===== config.mk =====
export PLATFORM = sky130hd
export DESIGN_NAME = scb_bound_trk
export DESIGN_NICKNAME = d
export VERILOG_FILES = /design/src/hw/rtl/assert_macros.svh /design/src/hw/rtl/scb_pkg.sv /design/src/hw/rtl/scb_bound_trk.sv
export SDC_FILE = /design/constraint.sdc
export NUM_CORES = 1
export LEC_CHECK = 0
export ABC_AREA = 1
export BUFFER_PORTS_ARGS = -buffer_cell sky130_fd_sc_hd__buf_2
export CORE_MARGIN = 1
export CORE_UTILIZATION = 49
export DETAILED_ROUTE_END_ITERATION = 7
export PLACE_DENSITY = 0.76
export RECOVER_POWER = 100
export SYNTH_ARGS = -nofsm -noshare
export SYNTH_HDL_FRONTEND = slang
export SYNTH_SLANG_ARGS = --single-unit

===== constraint.sdc =====
create_clock -name clk_i -period 3.6 [get_ports clk_i]
set_clock_uncertainty 0.2 [all_clocks]
set_input_delay 0.72 -clock clk_i [delete_from_list [all_inputs] [get_ports clk_i]]
set_output_delay 0.72 -clock clk_i [all_outputs]
set_load 0.005 [all_outputs]

===== src/hw/rtl/assert_macros.svh =====
// Assertion helpers shared by the RTL. Each expects clk_i and rst_ni in scope.
`ifndef ASSERT_MACROS_SVH
`define ASSERT_MACROS_SVH

// A property that must hold at every clock edge outside reset.
`define SCB_ASSERT(lbl, prop) \
  lbl: assert property (@(posedge clk_i) disable iff (!rst_ni) (prop)) \
    else $error("assertion failed");

// When a holds, c holds in the same cycle.
`define SCB_ASSERT_IMPL(lbl, a, c) \
  lbl: assert property (@(posedge clk_i) disable iff (!rst_ni) (a) |-> (c)) \
    else $error("implication failed");

// When a holds, c holds in the following cycle.
`define SCB_ASSERT_NEXT(lbl, a, c) \
  lbl: assert property (@(posedge clk_i) disable iff (!rst_ni) (a) |=> (c)) \
    else $error("next-cycle implication failed");

`endif


===== src/hw/rtl/scb_pkg.sv =====
`default_nettype none
package scb_pkg;

  localparam int PIXEL_COUNT_BITS = 22;
  localparam int CNT_W = PIXEL_COUNT_BITS + 1;
  localparam int THR_W = CNT_W + 17;
  localparam int FRAC_W = 15;
  localparam int NUM_CH = 3;
  localparam logic [CNT_W-1:0] PIX_LIMIT = {1'b1, {PIXEL_COUNT_BITS{1'b0}}};
  localparam logic [FRAC_W-1:0] FRAC_RESET = 15'd655;
  localparam logic [7:0] BIN_LAST = 8'hFF;
  localparam logic [7:0] HI_RAISE_LIMIT = 8'd254;
  localparam logic [1:0] ADDR_FRAC = 2'd0;

  typedef enum logic [7:0] {
    ST_CLEAR = 8'b0000_0001,
    ST_IDLE  = 8'b0000_0010,
    ST_CNT   = 8'b0000_0100,
    ST_SETUP = 8'b0000_1000,
    ST_WALK  = 8'b0001_0000,
    ST_DRAIN = 8'b0010_0000,
    ST_DIV   = 8'b0100_0000,
    ST_EMIT  = 8'b1000_0000
  } state_e;

  typedef enum logic {
    CMD_COUNT   = 1'b0,
    CMD_STRETCH = 1'b1
  } command_e;

  typedef struct packed {
    logic       init;
    logic       valid;
    logic       last;
    logic [7:0] bin;
  } walk_ctl_t;

  typedef struct packed {
    logic       load;
    logic       step;
    logic [2:0] idx;
  } div_ctl_t;

endpackage
`default_nettype wire


===== src/hw/rtl/scb_bound_trk.sv =====
`default_nettype none
module scb_bound_trk (
  input  wire logic                      clk_i,
  input  wire logic                      rst_ni,
  input  wire scb_pkg::walk_ctl_t        ctl_i,
  input  wire logic [scb_pkg::CNT_W-1:0] rdata_i,
  input  wire logic [scb_pkg::THR_W-1:0] lo_thr_i,
  input  wire logic [scb_pkg::THR_W-1:0] hi_thr_i,
  output logic      [7:0]                lo_o,
  output logic      [7:0]                hi_o
);

  logic [scb_pkg::CNT_W-1:0] cum_q, cum_d;
  logic [7:0]                lo_w_q, lo_n, hi_w_q, hi_n;
  logic                      found_q, found_n;
  logic [scb_pkg::THR_W-1:0] cum_scaled;
  logic [7:0]                lo_q, hi_q;

  always_comb begin
    cum_d      = cum_q + rdata_i;
    cum_scaled = {1'b0, cum_d, 16'b0};
    lo_n       = lo_w_q;
    found_n    = found_q;
    hi_n       = hi_w_q;
    if (!found_q && (cum_scaled >= lo_thr_i)) begin
      lo_n    = ctl_i.bin;
      found_n = 1'b1;
    end
    if (cum_scaled <= hi_thr_i) begin
      hi_n = ctl_i.bin;
    end
  end

  always_ff @(posedge clk_i or negedge rst_ni) begin
    if (!rst_ni) begin
      cum_q   <= '0;
      lo_w_q  <= scb_pkg::BIN_LAST;
      found_q <= 1'b0;
      hi_w_q  <= '0;
      lo_q    <= '0;
      hi_q    <= scb_pkg::BIN_LAST;
    end else if (ctl_i.init) begin
      cum_q   <= '0;
      lo_w_q  <= scb_pkg::BIN_LAST;
      found_q <= 1'b0;
      hi_w_q  <= '0;
    end else if (ctl_i.valid) begin
      cum_q   <= cum_d;
      lo_w_q  <= lo_n;
      found_q <= found_n;
      hi_w_q  <= hi_n;
      if (ctl_i.last) begin
        lo_q <= lo_n;
        hi_q <= (hi_n < scb_pkg::HI_RAISE_LIMIT) ? hi_n + 8'd1 : hi_n;
      end
    end
  end

  assign lo_o = lo_q;
  assign hi_o = hi_q;

endmodule
`default_nettype wire


; Word level (Yosys, flattened, before mapping)
; Cells that the tools add are included.
[classes]
bitwise = 1
mux = 12
n_lt_le_gt_ge = 3
reduce_logical = 6
addsub = 2
[op_table]
columns = cell, count
row1 = 2-to-1 mux 8 bit, 7
row2 = 2-to-1 mux 23 bit, 2
row3 = >= comparator 39 x 40 -> 1 bit, 1
row4 = less-or-equal comparator 39 x 40 -> 1 bit, 1
row5 = adder 23 bit, 1
row6 = adder 8 x 1 -> 8 bit (second input constant), 1
row7 = less-than comparator 8 bit (second input constant), 1
row8 = nonzero test 2 bit, 2
row9 = 2-to-1 mux 1 bit, 3
row10 = AND reduction 3 bit, 1
row11 = AND reduction 2 bit, 1
row12 = logical AND 1 bit, 1
row13 = logical NOT 1 bit, 1
row14 = inverter 1 bit, 1
[word_totals]
wordCells = 30
in_bits = 116
reg_bits = 56
out_inout_bits = 16

; Longest topological paths before layout
[depth]
ltp_word = 6
depth_mapped = 28
ltp_nobuf = 28

; Worst setup path before layout
; Ideal clock, no wire load.
[synth_timing]
path_kind = in2reg
startpoint = input rdata_i[0] (netlist name)
endpoint = register hi_q[5], in the netlist hi_o[5]
path_slack_ns = -0.736
arrival_time_ns = 4.061
cell_stages = 26
setup_ns = 0.076
cell_sequence = ha_1 fa_1 nand3_1 nand2_1 a21oi_1 inv_1 a21oi_1 o21bai_1 a21oi_1 nand2_1 and2_1 ha_1 nand2_1 nor3_2 nand2_2 nor2_4 nand2_1 nand3_2 nand2_4 buf_12 o21ai_2 nor2_4 nand2_4 nand3_1 nand2_1 nand2_1
[synth_between]
elab_chain_len = 5
word_cells_on_any_way = 6
cone_classes = add/sub: 2 / order compare: 2 / mux: 2
[synth_rtl]
columns = element, line_no
row1 = start: declaration, scb_bound_trk.sv:6  ; input wire logic [scb_pkg::CNT_W-1:0] rdata_i,
row2 = adder 23 bit *, scb_bound_trk.sv:20  ; cum_d = cum_q + rdata_i;
row3 = less-or-equal comparator 39 x 40 -> 1 bit *, scb_bound_trk.sv:29  ; if (cum_scaled <= hi_thr_i) begin
row4 = 2-to-1 mux 8 bit *, scb_bound_trk.sv:29
row5 = adder 8 x 1 -> 8 bit / less-than comparator 8 bit (equally long branches), scb_bound_trk.sv:54  ; hi_q <= (hi_n < scb_pkg::HI_RAISE_LIMIT) ? hi_n + 8'd1 : hi_n;
row6 = 2-to-1 mux 8 bit *, scb_bound_trk.sv:54
row7 = end signal: assignment, scb_bound_trk.sv:41  ; hi_q <= scb_pkg::BIN_LAST;
row8 = end signal: assignment, scb_bound_trk.sv:54
row9 = end: declaration, scb_bound_trk.sv:17  ; logic [7:0] lo_q, hi_q;
; Every way passes the cells marked *; elsewhere a longest branch is shown, timed or not.
; A chain may end at the register's enable or synchronous reset.

; Worst setup path in the final report
[layout_timing]
startpoint = input rdata_i[0] (netlist name)
endpoint = register hi_q[1], in the netlist hi_o[1]
; The elaborated chain is that of the path after synthesis.

==> summary.txt <==
Detailed routing
  – Drt first pass iters: 5
  – Routed Antenna Nets: 0
  – DR DRC count: 0
  – WL final: 18800 um
  – Via Count: approximately 6100
  – Initial DRC count: 370
  – Routed len/inst: 17.2 um
  – Vias per Instance: approximately 5.6

Floorplanning
  – Chip width: 104 um
  – Ports: 132
  – FP Rows: 36
  – Die ar.: 10800 um^2
  – Initial Utilization: 51.3%
  – Core box area: 9950 um^2
  – Die span in y: 104 um

Clock tree
  – Bufs on Longest Clock Path: 2
  – TritonCTS clock tree: done
  – CTS Sinks: 56
  – Total CTS buffers: 5
  – Root Buffer Master: clkbuf_8
  – H-tree levels: 2
  – CTS clock-pin slew for the worst setup and hold paths: 0.12 ns
  – Worst skew pair latency: around 0.33 ns
  – CTS Hold Bufs: 0

Critical path
  – Reg2Reg Setup Slack: -0.72 ns
  – Critical path required time: 3.67 ns
  – Slowest cell on crit path: fa_2
  – RR Startpoint: cum_q[0]$_DFFE_PN0P_
  – R2R depth: 24
  – WP buf/inv: 4
  – Crit end category: flop
  – CP Data Arrival Time: 4.41 ns
  – Max Fanout on Critical Path: 12
  – WS Path Type: primary input to flop
  – Startpoint types: primary input
  – Reg2reg end: hi_o[1]$_DFFE_PN1P_
  – Top delay family on crit path: simple AND/OR/NAND/NOR gates
  – Slowest stage delay, CP: 0.35 ns

Timing
  – F_max: 230 MHz
  – Crit share post-route: 121%
  – RSZ-0062 raised after global routing: true
  – Max-slew violation count: 0
  – WHS: 0.275 ns
  – Final Critical Period: 4.35 ns
  – Setup ws final: -0.746 ns
  – Final setup vio count: 34
  – Hold Vio Cnt, Final: 0
  – Worst slew margin: 8.51%
  – Setup TNS: -20.69 ns
  – Slew @ Worst Pin: 1.37 ns

Min path
  – Hold path depth: 2
  – Min-delay src: hi_o[0]$_DFFE_PN1P_
  – Hold crit path type: flop to flop
  – Hold Path End: hi_o[0]$_DFFE_PN1P_

Synth
  – Sequential-to-total area share from yosys stat: about 28%
  – Post-synth ARST share: 100%
  – #FFs+latches synth: 56
  – Synth cell types: 45
  – Syn Area/Cell: 7.31 um^2
  – Post-Syn Area: 5100 um^2
  – Yosys top cell area share: between 15 and 20%
  – Syn Nets: 883
  – Yosys Warn Count: 0
  – Top FF cell, synth: dfrtp_1
  – Mapped Cells: around 700
  – Post-synth EDFFs: 0
  – Synth area leaders: dfrtp_1 (20%), ha_1 (17%), nand2_1 (13%)
  – Yosys top cell by area: dfrtp_1

Outcome
  – Outcome: complete, but fails checks
  – Violated checks: setup timing

Place
  – Port buffer count: approximately 130
  – Routability cong.: about 0.91
  – Placed cell count: 1031
  – DP HPWL: between 10000 and 15000 um

Global route
  – Initial antenna violation count: 0
  – Total grt overflow: 0
  – Global-route wire length before repair: 27600 um
  – All-Layer GR Usage: 31.3%
  – Largest net degree at the start of global routing: 26
  – Vias in the first global route: 5927

Pwr
  – Leakage: 4.20 nW
  – Switching share of power: 44.8%
  – Clk network pwr share: 9.7%
  – Switching power: 1.84 mW
  – Power density cells: between 500 and 600 nW/um^2
  – Peak VDD IR: roughly 0.27 mV
  – Internal power: 2.27 mW
  – Sequential share of power: 21.6%
  – Combinational power share: 68.7%

Final layout
  – ANT cells: 0
  – Share of the core filled with cells: 78.7%
  – FILL cells: 641
  – Finished Layout Cells: 1092
  – Area added between synthesis and finish: 53.6%
  – FF/Latch Area: 1420 um^2
  – Layout Nets: 1143
  – Share of cells above drive strength 1: a little under half
  – Footprint of the multi-input gates: around 4000 um^2

Job
  – Max cap viols: 0
power groups by stage:
stage,registers (mW),clock network [mW],logic (mW)
floorplan,0.870,0,1.20
global placement,0.870,0,1.90
detailed placement,0.876,0,1.96
CTS,0.871,0.394,2.37
global route,0.902,0.424,3.04
finish,0.888,0.398,2.82
cells in the mapped netlist (2+ instances only):
library cell / count
dfstp_2: 16
clkbuf_1: 8
inv_1: 120
nor2_4: 4
nand3_2: 3
o21ai_0: 23
ha_1: 68
o21bai_1: 13
o21ai_1: 9
nor3_1: 3
nor4_1: 4
a21oi_1: 41
and2_1: 2
o211ai_1: 2
o22ai_1: 8
a22o_1: 16
buf_4: 2
nand2_2: 12
nand4_1: 6
or2_2: 3
nor2_2: 4
xnor2_1: 6
nor2_1: 39
nand2_1: 175
o21ai_2: 3
nand3_1: 34
nand2_4: 2
dfrtp_1: 40
xor2_1: 14
a21o_1: 3
per-stage QoR:
stage	total power, mW	setup WS [ns]	cell area (um^2)
6_report	4.11	-0.746	7840
4_1_cts	3.64	-0.453	7390
5_1_grt	4.36	-0.869	7840
3_5_place_dp	2.84	-1.14	6590
2_1_floorplan	2.07	-0.642	5240
3_3_place_gp	2.77	-1.04	6590
worst register-to-register path, cell delays in order, from the launching register on:
cell and delay, ns:
dfrtp_1 0.43, ha_4 0.18, fa_2 0.35, nand3_2 0.08, nand2_2 0.08, a21oi_4 0.20, inv_2 0.08, a21oi_4 0.19
o21bai_4 0.11, a21oi_4 0.22, nand2_2 0.09, and2_4 0.18, ha_4 0.28, nand2_4 0.05, nor3_4 0.13, nand2_2 0.10
nor2_4 0.15, nand4_4 0.17, buf_6 0.24, nand3_1 0.19, nand2_4 0.09, buf_4 0.14, nand2_1 0.08, a21oi_1 0.08
a2bb2oi_1 0.19
cells in the final DEF, fill, tap and decap left out, types with 6 or more instances in the layout:
cell type  Yosys  routed
nand4_1        6       6
inv_1        120     116
nand3_2        3      14
o22ai_2        0       6
ha_4           0      13
dfstp_2       16      16
o21ai_2        3       7
nor2_4         4       8
a21oi_2        1      10
nor2_2         4      10
a22o_1        16      16
buf_4          2     116
o21ai_1        9       7
nand2_1      175     141
dfrtp_1       40      40
buf_6          1      15
a21oi_1       41      27
nand3_1       34      21
clkbuf_1       8       6
xor2_1        14      10
buf_2          1     126
nand2_4        2      27
nand2_2       12      20
o21ai_0       23      17
nor2_1        39      29
ha_1          68      54
o21bai_1      13       8
sequential cells by signal, summed over array words and instances (netlist names):
register,cells
hi_o,8
lo_w_q,8
lo_o,8
found_q,1
hi_w_q,8
cum_q,23
worst max path at each step:
stage | start | endpoint | cells after the start
CTS | rdata_i[7] | hi_o[5]$_DFFE_PN1P_ | 26
detailed placement | rdata_i[0] | hi_o[6]$_DFFE_PN1P_ | 29
finish | rdata_i[0] | hi_o[1]$_DFFE_PN1P_ | 25
floorplan | rdata_i[0] | hi_o[0]$_DFFE_PN1P_ | 27
global route | rdata_i[0] | hi_o[6]$_DFFE_PN1P_ | 27
global placement | rdata_i[0] | hi_o[5]$_DFFE_PN1P_ | 27
cell type report:
type                    instances  share of cell area, %
flip-flops and latches         56                   18.1
multi-input cells             511                   51.0
inverters                     120                   5.75
well taps                     133                   2.12
clock inverters                 3                  0.351
clock buffers                   5                  0.878
repair buffers                264                   21.8
cells by family (layout without fill, tap and decap cells):
family	count (synthesis)	count (layout)	share of synthesized area (%)
buffers and inverters	133	392	10.4
flip-flops	56	56	27.8
AND/OR/NAND/NOR	296	298	26.3
AO/OA/AOI/OAI	124	124	15.0
XOR/XNOR	20	20	3.43
adder cells (fa/ha/maj)	69	69	17.1
timing repair:
item / in CTS / in global routing
setup buffers: 39 / 15
pin swaps: 61 / 30
endpoints found under the setup margin: 33 / 34
endpoints found under the hold margin: 0 / 0
gates resized for setup: 86 / 79
gates cloned: 2 / 0
per-layer routing:
layer / up-vias / part of all wire, % / GRT usage, %
li1: 2792 / - / -
met1: 2876 / 40 / 39.5
met2: 336 / 49 / 55.8
met3: 75 / 6.8 / 3.70
met4: 0 / 4.4 / 9.69
met5: - / 0 / 0
(Power assumes the default switching activity.)
