<file path="config.mk">
export PLATFORM = sky130hd
export DESIGN_NAME = scb_div
export DESIGN_NICKNAME = d
export VERILOG_FILES = /design/src/hw/rtl/assert_macros.svh /design/src/hw/rtl/scb_pkg.sv /design/src/hw/rtl/scb_div.sv
export SDC_FILE = /design/constraint.sdc
export NUM_CORES = 1
export LEC_CHECK = 0
export BUFFER_PORTS_ARGS = -buffer_cell sky130_fd_sc_hd__clkbuf_2
export CORE_MARGIN = 2
export CORE_UTILIZATION = 32
export CTS_CLUSTER_SIZE = 30
export DETAILED_ROUTE_END_ITERATION = 10
export MAX_ROUTING_LAYER = met4
export SKIP_CTS_REPAIR_TIMING = 1
export SLEW_MARGIN = 20
export SYNTH_ARGS = -nofsm -noshare
export SYNTH_HDL_FRONTEND = slang
export SYNTH_SLANG_ARGS = --single-unit
export TNS_END_PERCENT = 5
</file>
<file path="constraint.sdc">
create_clock -name clk_i -period 6.5 [get_ports clk_i]
set_input_delay 1.3 -clock clk_i [delete_from_list [all_inputs] [get_ports clk_i]]
set_output_delay 1.3 -clock clk_i [all_outputs]
set_load 0.1 [all_outputs]
</file>
<file path="src/hw/rtl/assert_macros.svh">
// Assertion helpers shared by the RTL. Each expects clk_i and rst_ni in scope.
`ifndef ASSERT_MACROS_SVH
`define ASSERT_MACROS_SVH

// A property that must hold at every clock edge outside reset.
`define SCB_ASSERT(lbl, prop) \
  lbl: assert property (@(posedge clk_i) disable iff (!rst_ni) (prop)) \
    else $error("assertion failed");

// When a holds, c holds in the same cycle.
`define SCB_ASSERT_IMPL(lbl, a, c) \
  lbl: assert property (@(posedge clk_i) disable iff (!rst_ni) (a) |-> (c)) \
    else $error("implication failed");

// When a holds, c holds in the following cycle.
`define SCB_ASSERT_NEXT(lbl, a, c) \
  lbl: assert property (@(posedge clk_i) disable iff (!rst_ni) (a) |=> (c)) \
    else $error("next-cycle implication failed");

`endif

</file>
<file path="src/hw/rtl/scb_pkg.sv">
`default_nettype none
package scb_pkg;

  localparam int PIXEL_COUNT_BITS = 22;
  localparam int CNT_W = PIXEL_COUNT_BITS + 1;
  localparam int THR_W = CNT_W + 17;
  localparam int FRAC_W = 15;
  localparam int NUM_CH = 3;
  localparam logic [CNT_W-1:0] PIX_LIMIT = {1'b1, {PIXEL_COUNT_BITS{1'b0}}};
  localparam logic [FRAC_W-1:0] FRAC_RESET = 15'd655;
  localparam logic [7:0] BIN_LAST = 8'hFF;
  localparam logic [7:0] HI_RAISE_LIMIT = 8'd254;
  localparam logic [1:0] ADDR_FRAC = 2'd0;

  typedef enum logic [7:0] {
    ST_CLEAR = 8'b0000_0001,
    ST_IDLE  = 8'b0000_0010,
    ST_CNT   = 8'b0000_0100,
    ST_SETUP = 8'b0000_1000,
    ST_WALK  = 8'b0001_0000,
    ST_DRAIN = 8'b0010_0000,
    ST_DIV   = 8'b0100_0000,
    ST_EMIT  = 8'b1000_0000
  } state_e;

  typedef enum logic {
    CMD_COUNT   = 1'b0,
    CMD_STRETCH = 1'b1
  } command_e;

  typedef struct packed {
    logic       init;
    logic       valid;
    logic       last;
    logic [7:0] bin;
  } walk_ctl_t;

  typedef struct packed {
    logic       load;
    logic       step;
    logic [2:0] idx;
  } div_ctl_t;

endpackage
`default_nettype wire

</file>
<file path="src/hw/rtl/scb_div.sv">
`default_nettype none
module scb_div (
  input  wire logic              clk_i,
  input  wire scb_pkg::div_ctl_t ctl_i,
  input  wire logic [7:0]        v_i,
  input  wire logic [7:0]        lo_i,
  input  wire logic [7:0]        hi_i,
  output logic      [7:0]        q_o
);

  logic [7:0]  vc, x, den_q;
  logic [15:0] rem_q, dsh;
  logic [7:0]  q_q;
  logic        empty_q;

  always_comb begin
    vc = v_i;
    if (v_i < lo_i) begin
      vc = lo_i;
    end
    if (v_i > hi_i) begin
      vc = hi_i;
    end
    x   = vc - lo_i;
    dsh = {8'b0, den_q} << ctl_i.idx;
  end

  // Restoring division, one quotient bit a cycle from the top; the quotient
  // is known to stay below 256 because the clamped span never exceeds the divisor.
  always_ff @(posedge clk_i) begin
    if (ctl_i.load) begin
      rem_q   <= {x, 8'b0} - {8'b0, x};
      den_q   <= hi_i - lo_i;
      empty_q <= (hi_i <= lo_i);
      q_q     <= '0;
    end else if (ctl_i.step) begin
      if (rem_q >= dsh) begin
        rem_q          <= rem_q - dsh;
        q_q[ctl_i.idx] <= 1'b1;
      end
    end
  end

  assign q_o = empty_q ? 8'd0 : q_q;

endmodule
`default_nettype wire

</file>
# Word level (Yosys, flattened, before mapping)
# Index checks and enable logic that the tools add are counted.
dict set report totals {
  output_inout_bits 8
  register_bits 33
  in_bits 30
  word_cells 29
}
dict set report op_classes {
  bitwise 1
  shifts 1
  n_mux 8
  reduce_logical 5
  n_addsub 4
  magnitude_cmp 6
}
# op count
set op_table {}
lappend op_table {{2-to-1 mux 16 bit} 3}
lappend op_table {{2-to-1 mux 8 bit} 3}
lappend op_table {{greater-or-equal comparator 16 bit} 1}
lappend op_table {{<< shifter 8 x 3 -> 16 bit} 1}
lappend op_table {{subtractor 16 bit} 1}
lappend op_table {{subtractor 16 x 8 -> 16 bit} 1}
lappend op_table {{subtractor 8 bit} 2}
lappend op_table {{greater-than comparator 8 bit} 1}
lappend op_table {{less-or-equal comparator 8 bit} 1}
lappend op_table {{less-than comparator 8 bit} 1}
lappend op_table {{OR 8 bit} 1}
lappend op_table {{less-than comparator 3 x 4 -> 1 bit (second input constant)} 1}
lappend op_table {{AND reduction 2 bit} 2}
lappend op_table {{nonzero test 2 bit} 2}
lappend op_table {{demux 1 bit (select 3 bit)} 1}
lappend op_table {{greater-or-equal comparator 3 x 1 -> 1 bit (second input constant)} 1}
lappend op_table {{logical AND 1 bit} 1}
lappend op_table {{2-to-1 mux 1 bit} 1}

# Depth between registers and ports, before layout
# Gate-level depths: netlist of run 1.
dict set report logic_depth {
  depth_word 6
  mapped_depth 19
  depth_no_buf 19
}

# Least setup slack after synthesis of run 1
# Ideal clock, no wire load.
dict set report synth_timing {
  path_kind {input to register}
  startpoint {input hi_i[5]}
  endpoint {register rem_q[14] (data pin)}
  setup_time_ns 0.140
  t_arrival_ns 4.938
  path_slack_ns 1.422
  required_ns 6.360
  cell_stages 18
  n_path_buf 1
  cell_sequence {inv_1 -> ha_1 -> and4_1 -> nand4_1 -> o31ai_2 -> nor2_1 -> clkbuf_1 -> a21oi_1 -> ha_1 -> fa_1 -> nor2b_4 -> o21ai_2 -> a21boi_2 -> nor2_1 -> or4_4 -> or2_4 -> o211a_1 -> a21oi_2}
}
dict set report synth_between {
  elab_chain_cells 5
}
# item line
set synth_rtl {}
lappend synth_rtl {{start: declaration} scb_div.sv:7} ;# input wire logic [7:0] hi_i,
lappend synth_rtl {{greater-than comparator 8 bit} scb_div.sv:21} ;# if (v_i > hi_i) begin
lappend synth_rtl {{2-to-1 mux 8 bit *} scb_div.sv:21}
lappend synth_rtl {{subtractor 8 bit *} scb_div.sv:24} ;# x = vc - lo_i;
lappend synth_rtl {{subtractor 16 x 8 -> 16 bit *} scb_div.sv:32} ;# rem_q <= {x, 8'b0} - {8'b0, x};
lappend synth_rtl {{2-to-1 mux 16 bit *} scb_div.sv:31} ;# if (ctl_i.load) begin
lappend synth_rtl {{end signal: assignment} scb_div.sv:32}
lappend synth_rtl {{end signal: assignment} scb_div.sv:38} ;# rem_q <= rem_q - dsh;
lappend synth_rtl {{end: declaration} scb_div.sv:12} ;# logic [15:0] rem_q, dsh;
# Every way passes the cells marked *; elsewhere a longest branch is shown, timed or not.
# A chain may end at the register's enable or synchronous reset.

# Final worst setup path of run 1
dict set report layout_timing {
  startpoint {input hi_i[5]}
  endpoint {register rem_q[6] (data pin)}
}
# The elaborated chain is that of the path after synthesis.

==> results.toml, run 1 <==
[outcome]
status = "finished clean"

[power]
p_leak_nw = 1.857
power.net_switching_mw = 0.6283
clkPwrFrac_pct = 18.2
power_frac_comb_pct = 58.8
p_per_area_nw_per_um2 = 355.4
p_int_mw = 0.8781
ir_drop_v = 0.0002269
switching_share_pct = 41.71
seq_power_share_pct = 23.1

[global_route]
grt_pass1_wl_mm = 15.95
antenna_found_initial = 0
grt_start_max_net_pins = 38
grt_pass1_vias = 3220
overflow = 0
track_usage_pct = 16.08

[placed_design]
dp_cells = 603
dp_hpwl_mm = 8.028
place_ws_ns = 1.126
gp_congestion = 0.9390
port_buffers = 37

[sta]
rsz0062_at_grt = "no"
min_period_ns = 5.056
finClkSkew_ns = 0.005503
postLayoutSetupSlackWorst_ns = 1.444
finalHoldViolCount = 0
slew_violations = 0
worstMarginPinSlew_ns = 0.7749
tns_ns = 0
relSlewSlack_pct = 48.34
hold_ws_ns = 0.4664
period_share_pct = 77.79
setup_viol = 0
max_freq_mhz = 197.8

[yosys]
syn_area_sq_um = 3746
synth_top_area_share_pct = 20.04
syn_nets = 510
yosys_warnings = 0
synth_cell_types = 70
ys_seq_elements = 33
synthFlopType = "edfxtp_1"
netlist_instances = 431
yosysMostFrequentCell = "ha_1"
ys_top_cells_by_count = "ha_1, nand2_1, nor2_1"
avgSynthCellArea_sq_um = 8.692
synth_edf_count = 25
ys_async_sr_fraction_pct = 0
ys_seq_area_share_pct = 24.32
yosys.area.top_type = "edfxtp_1"
yosys-top-cells-area = "edfxtp_1, ha_1, mux2i_1"

[layout]
instances_no_fill = 611
n_antenna_cell = 0
postLayoutCoreUtil_pct = 37.12
regArea_sq_um = 910.9
drive_above_1_share_pct = 16.03
nets = 546
fillers = 1186
multiInputGateArea_sq_um = 2661
syn_to_final_growth_pct = 13.16

[setup_path]
worstPathArrival_ns = 5.05
cp-startpoint = "hi_i[5]"
r2r_slack_ns = 2.96
required_ns = 6.49
critPathCaptureType = "flop"
crit_end = "rem_q[6]$_DFFE_PP_"
r2r-end = "rem_q[11]$_DFFE_PP_"
reg2reg_from = "den_q[3]$_DFFE_PP_"
crit_type = "primary input to flop"
crit_fanout = 15
r2r_cells = 11
start_kind = "primary input"

[worst_hold_path]
worstHoldPathCells = 2
hold_class = "flop to flop"

[routing]
via_per_inst = 5.355
first_pass_iters = 4
via_count = 3272
drc = 0
wl_per_cell_microns = 15.90
finalWirelength_mm = 9.712
drtAntennaViolNets = 0
drt_iter0_markers = 197

[job]
drv_cap = 0

[cts]
path_clk_slew_ns = 0.06
cts_num_sinks = 33
cts_buffer_depth = 2
cts_tree = "done"
h-tree-depth = 2
cts_root_buffer = "clkbuf_16"
cts_buffers = 5
clk_latency_ns = 0.28

[die]
die_h_microns = 112.2
row_count = 39
start_util_pct = 32.81
core-area_sq_um = 11420
ios = 38
die_w_microns = 112.2
dieArea_sq_um = 12590
==> critical path, cell delays in order <==
cell      delay, ns
clkbuf_2       0.12
inv_1          0.05
ha_1           0.29
a211oi_2       0.26
nor2_1         0.10
o31ai_2        0.29
nor2_1         0.07
buf_4          0.19
o21ai_0        0.27
inv_1          0.10
fa_1           0.51
nor2b_4        0.14
o21ai_2        0.06
a21boi_2       0.17
nor2_1         0.11
or4_4          0.54
or2_4          0.27
nand3_1        0.08
o21ai_0        0.11
==> worst min-delay path by stage <==
stage / startpoint / end
6_report: q_q[7]$_SDFFE_PP0P_ / q_q[7]$_SDFFE_PP0P_
5_1_grt: q_q[5]$_SDFFE_PP0P_ / q_q[5]$_SDFFE_PP0P_
4_1_cts: q_q[7]$_SDFFE_PP0P_ / q_q[7]$_SDFFE_PP0P_
3_5_place_dp: q_q[7]$_SDFFE_PP0P_ / q_q[7]$_SDFFE_PP0P_
3_3_place_gp: q_q[7]$_SDFFE_PP0P_ / q_q[7]$_SDFFE_PP0P_
2_1_floorplan: q_q[6]$_SDFFE_PP0P_ / q_q[6]$_SDFFE_PP0P_
==> layout make-up <==
cell class	count	area share, %
Timing Repair Buffer	39	4.723
Multi-Input combinational cell	357	62.78
Tap cell	143	4.221
Inverter	31	2.745
Clock inverter	3	1.092
Clock buffer	5	2.952
Sequential cell	33	21.49
==> logic make-up (layout without fill, tap and decap cells) <==
kind of cell    after synthesis  in the layout  share of synthesized area (%)
fa+ha+maj                    49             49                          16.97
flops                        33             33                          24.32
mux                          26             26                          7.214
simple gates                149            149                          20.77
buf+inv                      41             78                          4.643
xor+xnor                     19             19                          4.442
compound gates              114            114                          21.64
==> routing by layer <==
layer | share of wire (%) | track usage, % | vias to the layer above
met5 | 0 | - | -
met1 | 48 | 20.88 | 1527
li1 | - | - | 1654
met2 | 47 | 26.71 | 78
met4 | 2.0 | 4.472 | 0
met3 | 2.9 | 1.782 | 13
==> registers in the layout, indices dropped and copies added (netlist names) <==
name and cells:
empty_q 1, q_q 8, den_q 8, rem_q 16
==> stage by stage <==
step | cell area (sq um) | power [mW]
after CTS | 4239 | 1.504
final | 4239 | 1.506
after global placement | 4068 | 1.211
after global routing | 4239 | 1.631
after floorplan | 3746 | 1.028
after detailed placement | 4068 | 1.220
==> power groups by stage <==
| stage | registers (mW) | logic (mW) | clock network [mW] |
|---|---|---|---|
| after CTS | 0.348 | 0.879 | 0.278 |
| after global routing | 0.354 | 0.992 | 0.285 |
| after floorplan | 0.340 | 0.688 | 0 |
| final | 0.347 | 0.886 | 0.273 |
| after global placement | 0.353 | 0.858 | 0 |
| after detailed placement | 0.351 | 0.868 | 0 |
==> cells in the final DEF, fill, tap and decap left out, drive strengths merged, types with 18 or more instances in the layout <==
cell,netlist,final
ha,46,46
clkbuf,8,42
nand2,38,38
nor2,36,36
inv,31,31
o21ai,31,31
a21oi,29,29
edfxtp,25,25
nor2b,20,20
mux2i,18,18
Note: power is estimated with default switching activity, not from simulation.
==> run 2: changes to the inputs <==
==> constraint.sdc (replaced) <==
create_clock -name clk_i -period 5 [get_ports clk_i]
set_input_delay 1 -clock clk_i [delete_from_list [all_inputs] [get_ports clk_i]]
set_output_delay 1 -clock clk_i [all_outputs]
set_load 0.1 [all_outputs]
==> run 2 against run 1 <==
  * Utilization grew 0.69 points
  * Clock power grew 46%
  * Via count grew 0.18%
  * Final area grew 1.9%
  * Sequential power grew 31%
  * Combinational power grew 31%
  * Largest power group unchanged
  * Setup slack lost 1.1 ns
  * Critical endpoint is now rem_q[14]$_DFFE_PP_
==> results.toml, run 2 (synthesized netlist as in run 1, its figures left out) <==
[worst_hold_path]
min_from = "q_q[0]$_SDFFE_PP0P_"
worstHoldPathCells = 2
hold_class = "flop to flop"
hold_path_end = "q_q[0]$_SDFFE_PP0P_"

[routing]
via_per_inst = 5.296
first_pass_iters = 4
drc = 0
finalWirelength_mm = 9.638
drtAntennaViolNets = 0
drt_iter0_markers = 215
wl_per_cell_microns = 15.57
via_count = 3278

[die]
die_h_microns = 112.2
core-area_sq_um = 11420
dieArea_sq_um = 12590
start_util_pct = 32.81
row_count = 39
ios = 38
die_w_microns = 112.2

[layout]
n_antenna_cell = 0
multiInputGateArea_sq_um = 2661
largest_reg_flops = 16
fillers = 1185
top_regs = "rem_q x16, den_q x8, q_q x8"
final_common_cell = "ha_1"
final_cell_mix = "ha_1, nand2_1, clkbuf_2"
nets = 554
syn_to_final_growth_pct = 15.26
instances_no_fill = 619
finalInstanceArea_sq_um = 4318
largest_register = "rem_q"
postLayoutCoreUtil_pct = 37.82
drive_above_1_share_pct = 17.44
regArea_sq_um = 910.9

[sta]
worstMarginPinSlew_ns = 0.6427
relSlewSlack_pct = 56.90
min_period_ns = 4.657
postLayoutSetupSlackWorst_ns = 0.3427
tns_ns = 0
slew_violations = 0
max_freq_mhz = 214.7
period_share_pct = 93.15
setup_viol = 0
hold_ws_ns = 0.4555
finClkSkew_ns = 0.004516
rsz0062_at_grt = "no"
finalHoldViolCount = 0

[setup_path]
crit_fanout = 7
crit_type = "primary input to flop"
reg2reg_from = "den_q[7]$_DFFE_PP_"
required_ns = 5.14
worst_path_most_repeated_cell = "nor2_1"
r2r-end = "rem_q[11]$_DFFE_PP_"
path_cells = "clkbuf_2 -> inv_1 -> ha_1 -> a211oi_2 -> nor2_1 -> o31ai_2 -> nor2_1 -> nor2_1 -> a21oi_1 -> ha_1 -> fa_1 -> nor2b_4 -> o21ai_2 -> a21boi_2 -> nor2_1 -> or4_4 -> or2_4 -> o211a_1 -> a21oi_2"
start_kind = "primary input"
critPathCaptureType = "flop"
r2r_cells = 12
crit_slowest_cell = "or4_4"
worstPathArrival_ns = 4.80
crit_path_max_incr_delay_ns = 0.55
r2r_slack_ns = 1.56

[global_route]
top_usage_layer = "met2"
grt_use_met2_pct = 25.82
overflow = 0
grt_start_max_net_pins = 38
antenna_found_initial = 0
use_met1_pct = 21.01
grt_pass1_vias = 3209
grt_use_met3_pct = 1.566
grt_pass1_wl_mm = 15.68
track_usage_pct = 15.88

[cts]
clk_latency_ns = 0.28
cts_num_sinks = 33
path_clk_slew_ns = 0.05
cts_buffer_depth = 2
h-tree-depth = 2
cts_buffers = 5
cts_root_buffer = "clkbuf_16"
cts_tree = "done"

[power]
ir_drop_v = 0.0002931
power_mw = 2.014
p_per_area_nw_per_um2 = 466.4
p_leak_nw = 1.909

[placed_design]
place_ws_ns = 0.06037
port_buffers = 37
gp_congestion = 1.027
dp_hpwl_mm = 7.869
dp_cells = 611
placed_area_sq_um = 4128

[outcome]
status = "finished clean"

[job]
drv_cap = 0
==> run 2: cell count changes in the layout (fill, tap and decap cells not counted) <==
| cell | before | now |
|---|---|---|
| clkinvlp_4 | 1 | 0 |
| buf_4 | 2 | 10 |
| clkinv_2 | 0 | 1 |
| clkinv_4 | 1 | 0 |
| bufinv_16 | 1 | 2 |
==> run 2: area by class of cell <==
| class | instances | share of cell area, % |
|---|---|---|
| clock buffers | 5 | 2.898 |
| clock inverters | 3 | 1.507 |
| flip-flops and latches | 33 | 21.10 |
| multi-input cells | 357 | 61.63 |
| inverters | 31 | 2.695 |
| well taps | 143 | 4.144 |
| repair buffers | 47 | 6.027 |
==> run 2: routing by layer <==
layer,share of wire (%),vias up
met1,47,1500
met2,46,91
met5,0,-
met4,2.3,0
li1,-,1670
met3,4.9,17
==> run 2: how the worst max path moves through the flow <==
stage | startpoint | end | slack [ns] | depth (start not counted)
6_report | hi_i[5] | rem_q[14]$_DFFE_PP_ | 0.34 | 19
4_1_cts | hi_i[5] | rem_q[6]$_DFFE_PP_ | 0.34 | 19
5_1_grt | lo_i[1] | rem_q[6]$_DFFE_PP_ | 0.06 | 20
3_5_place_dp | hi_i[5] | rem_q[6]$_DFFE_PP_ | 0.06 | 19
3_3_place_gp | lo_i[7] | rem_q[6]$_DFFE_PP_ | 0.14 | 20
2_1_floorplan | hi_i[5] | rem_q[14]$_DFFE_PP_ | 0.22 | 18
==> run 2: critical path, delay by kind of cell <==
| kind | cells | cell delay (ns) |
|---|---|---|
| AOI/OAI and AO/OA | 7 | 1.15 |
| adders and majority gates | 3 | 1.00 |
| buffers and inverters | 2 | 0.16 |
| and+or+nand+nor | 7 | 1.48 |
==> run 2: where the power goes <==
part	internal (mW)	switching (mW)
Sequential	0.415	0.0404
Combinational	0.504	0.655
Clock	0.284	0.114
Total	1.20	0.810
